`src/rtl/srbm_pkg.sv`:
```
`timescale 1ns / 1ps
// ----------------------------------------------------------------------------
// srbm_pkg
// Shared types and constants of the symmetric relation bit matrix.
// ----------------------------------------------------------------------------
package srbm_pkg;

	localparam int ITEM_W    = 6;
	localparam int ROW_W     = 1 << ITEM_W;
	localparam int ROW_SLOTS = 1 << ITEM_W;
	localparam int NUM_ITEMS = 64;
	localparam int CNT_W     = $clog2(NUM_ITEMS + 1);

	typedef enum logic [1:0] {
		FN_READ   = 2'd0,
		FN_WRITE  = 2'd1,
		FN_INSERT = 2'd2,
		FN_MERGE  = 2'd3
	} func_t;

	typedef enum logic [4:0] {
		ST_IDLE  = 5'b00001,
		ST_SRC   = 5'b00010,
		ST_LOAD  = 5'b00100,
		ST_SWEEP = 5'b01000,
		ST_DONE  = 5'b10000
	} state_t;

	function automatic logic [ROW_W-1:0] item_mask();
		logic [ROW_W-1:0] m;
		m = '0;
		for (int i = 0; i < ROW_W; i++) begin
			m[i] = (i < NUM_ITEMS);
		end
		return m;
	endfunction

	function automatic logic [ROW_W-1:0] one_hot(input logic [ITEM_W-1:0] x);
		return ROW_W'(1) << x;
	endfunction

	function automatic logic item_ok(input logic [ITEM_W-1:0] x);
		return {1'b0, x} < (ITEM_W + 1)'(NUM_ITEMS);
	endfunction

endpackage

```
`src/rtl/srbm_if.sv`:
```
`timescale 1ns / 1ps
// ----------------------------------------------------------------------------
// srbm_req_if / srbm_rsp_if
// Request and response channels with valid/ready handshake.
// ----------------------------------------------------------------------------
interface srbm_req_if;
	logic       valid;
	logic       ready;
	logic [1:0] func;
	logic [5:0] item_a;
	logic [5:0] item_b;
	logic       bit_value;

	modport source (output valid, func, item_a, item_b, bit_value, input ready);
	modport sink (input valid, func, item_a, item_b, bit_value, output ready);
endinterface

interface srbm_rsp_if;
	logic valid;
	logic ready;
	logic pair_bit;
	logic status;

	modport source (output valid, pair_bit, status, input ready);
	modport sink (input valid, pair_bit, status, output ready);
endinterface

```
`src/rtl/srbm_ram.sv`:
```
`timescale 1ns / 1ps
// ----------------------------------------------------------------------------
// srbm_ram
// Generic single-write, single-read RAM with registered read data.
// ----------------------------------------------------------------------------
module srbm_ram #(
	parameter int WIDTH = 64,
	parameter int DEPTH = 64
) (
	input  logic                     clk,
	input  logic                     we,
	input  logic [$clog2(DEPTH)-1:0] waddr,
	input  logic [WIDTH-1:0]         wdata,
	input  logic [$clog2(DEPTH)-1:0] raddr,
	output logic [WIDTH-1:0]         rdata
);

	logic [WIDTH-1:0] mem [DEPTH];

	always_ff @(posedge clk) begin
		if (we) begin
			mem[waddr] <= wdata;
		end
		rdata <= mem[raddr];
	end

endmodule

```
`src/rtl/symmetric_relation_bit_matrix_top.sv`:
```
`timescale 1ns / 1ps
// ----------------------------------------------------------------------------
// symmetric_relation_bit_matrix_top
// Symmetric, irreflexive relation over NUM_ITEMS items held as a bit matrix.
// ----------------------------------------------------------------------------
// One word in, one word out per request, one request at a time. The matrix
// sits in a 64 x 64 RAM with per-row valid flops, so reset clears it at once
// with no clearing pass. A read fetches one row from the RAM; a same-item
// request other than insert, or an out-of-range request, skips the RAM.
// Write and insert sweep every row through the RAM, one row per cycle with
// read and write-back overlapped. A merge first fetches the source row and
// then sweeps. A new request is taken while the last response
// still waits in the output register.
// ----------------------------------------------------------------------------
module symmetric_relation_bit_matrix_top
	import srbm_pkg::*;
(
	input  logic       clk,
	input  logic       arst_n,
	srbm_req_if.sink   req,
	srbm_rsp_if.source rsp
);

	state_t                 state_q;
	func_t                  func_q;
	logic [ITEM_W-1:0]      a_q;
	logic [ITEM_W-1:0]      b_q;
	logic                   v_q;
	logic [ROW_W-1:0]       add_q;
	logic                   bit_q;
	logic                   status_q;
	logic [CNT_W-1:0]       k_q;
	logic                   rd_vld_s1;
	logic [ITEM_W-1:0]      addr_s1;
	logic [ROW_SLOTS-1:0]   valid_q;
	logic                   rsp_valid_q;
	logic                   rsp_bit_q;
	logic                   rsp_status_q;

	logic                   accept;
	logic                   sweep_more;
	logic [ITEM_W-1:0]      raddr;
	logic [ROW_W-1:0]       ram_rdata;
	logic [ROW_W-1:0]       row_s1;
	logic [ROW_W-1:0]       wrow;
	func_t                  in_func;

	assign in_func    = func_t'(req.func);
	assign req.ready  = (state_q == ST_IDLE);
	assign accept     = req.valid && req.ready;
	assign sweep_more = (k_q < CNT_W'(NUM_ITEMS));
	assign raddr      = (state_q == ST_SWEEP) ? ITEM_W'(k_q) : a_q;
	assign row_s1     = valid_q[addr_s1] ? ram_rdata : '0;

	assign rsp.valid    = rsp_valid_q;
	assign rsp.pair_bit = rsp_bit_q;
	assign rsp.status   = rsp_status_q;

	srbm_ram #(
		.WIDTH(ROW_W),
		.DEPTH(ROW_SLOTS)
	) u_ram (
		.clk  (clk),
		.we   (rd_vld_s1),
		.waddr(addr_s1),
		.wdata(wrow),
		.raddr(raddr),
		.rdata(ram_rdata)
	);

	always_comb begin
		wrow = row_s1;
		case (func_q)
			FN_WRITE: begin
				if (addr_s1 == a_q) wrow[b_q] = v_q;
				if (addr_s1 == b_q) wrow[a_q] = v_q;
			end
			FN_INSERT: begin
				wrow = (addr_s1 == a_q) ? '0 : (row_s1 & ~one_hot(a_q));
			end
			FN_MERGE: begin
				if (addr_s1 == b_q) begin
					wrow = row_s1 | add_q;
				end else if (add_q[addr_s1]) begin
					wrow = row_s1 | one_hot(b_q);
				end
			end
			default: wrow = row_s1;
		endcase
	end

	always_ff @(posedge clk or negedge arst_n) begin
		if (!arst_n) begin
			state_q     <= ST_IDLE;
			rd_vld_s1   <= 1'b0;
			valid_q     <= '0;
			rsp_valid_q <= 1'b0;
			k_q         <= '0;
		end else begin
			rd_vld_s1 <= (state_q == ST_SWEEP) && sweep_more;
			if (rd_vld_s1) begin
				valid_q[addr_s1] <= 1'b1;
			end
			if ((state_q == ST_DONE) && (!rsp_valid_q || rsp.ready)) begin
				rsp_valid_q <= 1'b1;
			end else if (rsp_valid_q && rsp.ready) begin
				rsp_valid_q <= 1'b0;
			end
			case (state_q)
				ST_IDLE: begin
					k_q <= '0;
					if (accept) begin
						if (in_func == FN_INSERT) begin
							state_q <= item_ok(req.item_a) ? ST_SWEEP : ST_DONE;
						end else if (req.item_a == req.item_b) begin
							state_q <= ST_DONE;
						end else if (!(item_ok(req.item_a) && item_ok(req.item_b))) begin
							state_q <= ST_DONE;
						end else if (in_func == FN_WRITE) begin
							state_q <= ST_SWEEP;
						end else begin
							state_q <= ST_SRC;
						end
					end
				end
				ST_SRC: begin
					state_q <= ST_LOAD;
				end
				ST_LOAD: begin
					state_q <= (func_q == FN_READ) ? ST_DONE : ST_SWEEP;
				end
				ST_SWEEP: begin
					if (sweep_more) begin
						k_q <= k_q + CNT_W'(1);
					end else if (!rd_vld_s1) begin
						state_q <= ST_DONE;
					end
				end
				ST_DONE: begin
					if (!rsp_valid_q || rsp.ready) begin
						state_q <= ST_IDLE;
					end
				end
				default: state_q <= ST_IDLE;
			endcase
		end
	end

	always_ff @(posedge clk) begin
		if (accept) begin
			func_q   <= in_func;
			a_q      <= req.item_a;
			b_q      <= req.item_b;
			v_q      <= req.bit_value;
			bit_q    <= 1'b0;
			status_q <= (in_func != FN_INSERT) && (req.item_a == req.item_b);
		end
		if (state_q == ST_SRC) begin
			addr_s1 <= a_q;
		end else if (state_q == ST_SWEEP) begin
			addr_s1 <= ITEM_W'(k_q);
		end
		if (state_q == ST_LOAD) begin
			bit_q <= (func_q == FN_READ) && row_s1[b_q];
			add_q <= row_s1 & item_mask() & ~one_hot(a_q) & ~one_hot(b_q);
		end
		if ((state_q == ST_DONE) && (!rsp_valid_q || rsp.ready)) begin
			rsp_bit_q    <= bit_q;
			rsp_status_q <= status_q;
		end
	end

endmodule

```
`src/flat_wrapper.sv`:
```
// flat-port wrapper written by rule: the top's interface ports become plain ports
module symmetric_relation_bit_matrix_top_flat import srbm_pkg::*;
  (clk, arst_n, req_valid, req_func, req_item_a, req_item_b, req_bit_value, req_ready, rsp_valid, rsp_pair_bit, rsp_status, rsp_ready);
  srbm_req_if req_i ();
  srbm_rsp_if rsp_i ();
  input  logic clk;
  input  logic arst_n;
  input wire logic [$bits(req_i.valid)-1:0] req_valid;
  input wire logic [$bits(req_i.func)-1:0] req_func;
  input wire logic [$bits(req_i.item_a)-1:0] req_item_a;
  input wire logic [$bits(req_i.item_b)-1:0] req_item_b;
  input wire logic [$bits(req_i.bit_value)-1:0] req_bit_value;
  output wire logic [$bits(req_i.ready)-1:0] req_ready;
  output wire logic [$bits(rsp_i.valid)-1:0] rsp_valid;
  output wire logic [$bits(rsp_i.pair_bit)-1:0] rsp_pair_bit;
  output wire logic [$bits(rsp_i.status)-1:0] rsp_status;
  input wire logic [$bits(rsp_i.ready)-1:0] rsp_ready;
  assign req_i.valid = req_valid;
  assign req_i.func = req_func;
  assign req_i.item_a = req_item_a;
  assign req_i.item_b = req_item_b;
  assign req_i.bit_value = req_bit_value;
  assign req_ready = req_i.ready;
  assign rsp_valid = rsp_i.valid;
  assign rsp_pair_bit = rsp_i.pair_bit;
  assign rsp_status = rsp_i.status;
  assign rsp_i.ready = rsp_ready;
  symmetric_relation_bit_matrix_top u_core (.clk(clk), .arst_n(arst_n), .req(req_i), .rsp(rsp_i));
endmodule
```
`config.mk`:
```
export PLATFORM = sky130hd
export DESIGN_NAME = symmetric_relation_bit_matrix_top_flat
export DESIGN_NICKNAME = d
export VERILOG_FILES = /design/src/rtl/srbm_pkg.sv /design/src/rtl/srbm_if.sv /design/src/rtl/srbm_ram.sv /design/src/rtl/symmetric_relation_bit_matrix_top.sv /design/src/flat_wrapper.sv
export SDC_FILE = /design/constraint.sdc
export NUM_CORES = 2
export LEC_CHECK = 0
export BUFFER_PORTS_ARGS = -buffer_cell sky130_fd_sc_hd__buf_2
export CORE_UTILIZATION = 30
export CTS_CLUSTER_DIAMETER = 100
export CTS_CLUSTER_SIZE = 14
export DETAILED_ROUTE_END_ITERATION = 6
export GPL_ROUTABILITY_DRIVEN = 0
export PLACE_DENSITY_LB_ADDON = 0.12
export SLEW_MARGIN = 20
export SYNTH_ARGS = -nofsm -noshare
export SYNTH_HDL_FRONTEND = slang
export SYNTH_SLANG_ARGS = --single-unit
```
`constraint.sdc`:
```
create_clock -name clk -period 5.2 [get_ports clk]
set_input_delay 0.26 -clock clk [delete_from_list [all_inputs] [get_ports clk]]
set_output_delay 0.26 -clock clk [all_outputs]
set_load 0.01 [all_outputs]
```
==> flow_metrics.env <==
export IMPL_status="finished clean"
export IMPL_synth_yosys_seq_area_share=0.754
export IMPL_grtUsageMet1=0.284
export IMPL_critPathMaxFanout=34
export IMPL_overflow=0
export IMPL_avgViaCountPerCell=5.47
export IMPL_clock_sinks=4327
export IMPL_die_w_um=757
export IMPL_placed_cells=16100
export IMPL_drt_iter0_drc=10800
export IMPL_cts_tree="done"
export IMPL_setup_violations=0
export IMPL_placed_cell_area_sq_um=184000
export IMPL_std_cell_rows=276
export IMPL_p_comb_frac=0.274
export IMPL_stdcell_count=16700
export IMPL_dieArea_sq_um=573000
export IMPL_track_usage=0.207
export IMPL_ys_seq_elements=4327
export IMPL_max_cap_violations=0
export IMPL_clockPowerShare=0.257
export IMPL_drc=0
export IMPL_rsz0062_at_grt="false"
export IMPL_synth_ff_type="edfxtp_1"
export IMPL_grt_pass1_wl_mm=821
export IMPL_fin_area_sq_um=195000
export IMPL_power_switching_mw=32.1
export IMPL_dr_total_vias=91400
export IMPL_dp_hpwl_mm=316
export IMPL_grt_pass1_vias=93300
export IMPL_met3_usage=0.0262
export IMPL_period_needed_ps=4690
export IMPL_layout_common_cells="edfxtp_1, mux4_2, nand2_1"
export IMPL_wirelength_mm=606
export IMPL_synthArstFlopShare=0.0180
export IMPL_worstPathRequired_ps=5950
export IMPL_fp_coreArea_sq_um=566000
export IMPL_final_common_cell="edfxtp_1"
export IMPL_timing_setup_tns_ps=0
export IMPL_path_clk_slew_ps=80
export IMPL_drv_slew=0
export IMPL_grtUsageMet2=0.348
export IMPL_leakage_nw=59.9
export IMPL_syn_area_per_cell_sq_um=19.7
export IMPL_cts_made_buffers=350
export IMPL_antenna_left=0
export IMPL_ys_warnings_count=0
export IMPL_nFillCells=52800
export IMPL_ios=23
export IMPL_area_growth_synth_to_final_pct=14.2
export IMPL_grt_busiest_layer="met2"
export IMPL_fin_skew_ps=82.2
export IMPL_switching_share=0.323
export IMPL_hold_viol=0
export IMPL_fp_dieH_um=757
export IMPL_crit_path_end_kind="register"
export IMPL_synth_edff_count=4185
export IMPL_worstSetupStartpointType="register"
export IMPL_fmax_ghz=0.213
export IMPL_grt_max_degree=80
export IMPL_antenna_found_initial=46
export IMPL_clock_latency_ps=1010
export IMPL_multi_input_area_sq_um=40400
export IMPL_timing_final_ws_setup_ps=509
export IMPL_intPower_mw=67.5
export IMPL_ir_worst_vdd_uv=404
export IMPL_h_tree_depth=5
export IMPL_area_sequential_sq_um=129000
export IMPL_clock_root_buffer="clkbuf_16"
export IMPL_nets=9004
export IMPL_dp_slack_ps=624
export IMPL_synth_distinct_cells=73
export IMPL_worstPathArrival_ps=5440
export IMPL_port_buffers=22
export IMPL_period_share=0.902
export IMPL_postLayoutCoreUtil=0.345
export IMPL_seq_power_share=0.468
export IMPL_hp_class="input port to register"
export IMPL_crit_type="register to register"
export IMPL_drive_above_1_share=0.232
export IMPL_wl_per_cell_um=36.3
export IMPL_ff2ff_setup_slack_ps=510
export IMPL_synth_cells=8688
export IMPL_p_per_area_nw_per_um2=510
export IMPL_worst_pin_slew_ps=1260
export IMPL_start_util=0.302
export IMPL_cts_buffer_depth=4
export IMPL_post_cts_setup_buffers=0
export IMPL_relSlewSlack=0.159
export IMPL_synth_area_sq_um=171000
export IMPL_syn_nets=8708
export IMPL_firstDrtPassIters=6
synth_stat cells, types with 23 or more instances:
master / number / area share
nor2b_1: 26 / 0.00095
o221ai_1: 39 / 0.0020
o22ai_1: 56 / 0.0021
and3_1: 23 / 0.00084
nand2_1: 689 / 0.015
a31oi_1: 132 / 0.0048
a311oi_1: 130 / 0.0067
dfrtp_1: 77 / 0.011
clkbuf_1: 299 / 0.0066
and2_1: 265 / 0.0097
o21ai_0: 74 / 0.0022
dfxtp_1: 64 / 0.0075
a211oi_1: 324 / 0.014
nor2_1: 284 / 0.0062
a22oi_1: 105 / 0.0046
a21oi_1: 206 / 0.0060
mux4_2: 1041 / 0.14
buf_4: 112 / 0.0049
buf_2: 152 / 0.0045
nand3_1: 30 / 0.00088
nor3_1: 51 / 0.0015
edfxtp_1: 4185 / 0.74
or2_2: 68 / 0.0025
worst max-delay path, cell delays in order (launching register included):
cell,delay [ps]
edfxtp_1,840
clkinv_1,510
mux4_2,400
a21oi_1,180
a21oi_1,80
and4_2,320
nor2_4,560
a22oi_1,240
o221ai_4,830
buf_4,390
cell type report:
type / instances / share of cell area
flip-flops and latches: 4327 / 0.661
inverters: 20 / 0.000385
well taps: 7506 / 0.0481
repair buffers: 519 / 0.0317
diodes: 9 / 0.000115
clock buffers: 546 / 0.0492
clock inverters: 30 / 0.00295
multi-input cells: 3766 / 0.207
per-layer routing:
metal  vias up  wire length (um)
met2      3275            295000
li1      36400                 -
met1     50900            259000
met5         -                18
met4         2             19500
met3       881             33200
power groups by stage:
stage / clock, mW / combinational, mW / sequential (mW)
global placement: 0 / 27.0 / 47.4
detailed placement: 0 / 27.5 / 47.4
global route: 27.4 / 29.4 / 46.6
floorplan: 0 / 16.8 / 47.0
finish: 25.6 / 27.3 / 46.7
CTS: 26.3 / 27.6 / 46.6
cells by family after synthesis:
group	count (synthesis)	share of synthesized area
AND/OR/NAND/NOR	1518	0.0413
buffers and inverters	595	0.0169
AO/OA/AOI/OAI	1161	0.0474
flip-flops	4327	0.754
adder cells (fa/ha/maj)	1	0.0000732
multiplexers	1064	0.139
XOR/XNOR	22	0.00113
stage by stage:
| stage | power, mW | hold slack (ps) |
|---|---|---|
| detailed placement | 74.9 | 254 |
| CTS | 100 | 98.5 |
| finish | 99.6 | 189 |
| global route | 103 | 152 |
| floorplan | 63.7 | -35.6 |
| global placement | 74.4 | 252 |
path summary, 6_finish.rpt:
path / startpoint / end / depth (start not counted)
worst max-delay path: u_core.addr_s1[2] / u_core.u_ram.mem[59][26] / 9
worst min-delay path: rsp_ready / u_core.rsp.valid / 4
min in group asynchronous: arst_n / u_core.rsp.valid / 4
worst min register to register: u_core.status_q / u_core.rsp.status / 0
worst max register to register: u_core.addr_s1[2] / u_core.u_ram.mem[59][26] / 9
max in group asynchronous: arst_n / u_core.valid_q[54] / 4
registers in the layout, summed over array words and instances (netlist names):
signal and flops:
u_core.rsp.status 1, u_core.valid_q 64, u_core.u_ram.rdata 64, u_core.func_q 2, u_core.rd_vld_s1 1, u_core.v_q 1, u_core.u_ram.mem 4096, u_core.add_q 64
u_core.k_q 7, u_core.state_q 5, u_core.b_q 6, u_core.status_q 1, u_core.addr_s1 6, u_core.rsp.valid 1, u_core.bit_q 1, u_core.rsp.pair_bit 1
u_core.a_q 6
what timing repair did:
item | CTS | global route
hold buffers | 37 | 0
endpoints found under the hold margin | 100 | 0
resized for setup | 0 | 0
No activity file was read; power rests on OpenSTA's default activity.
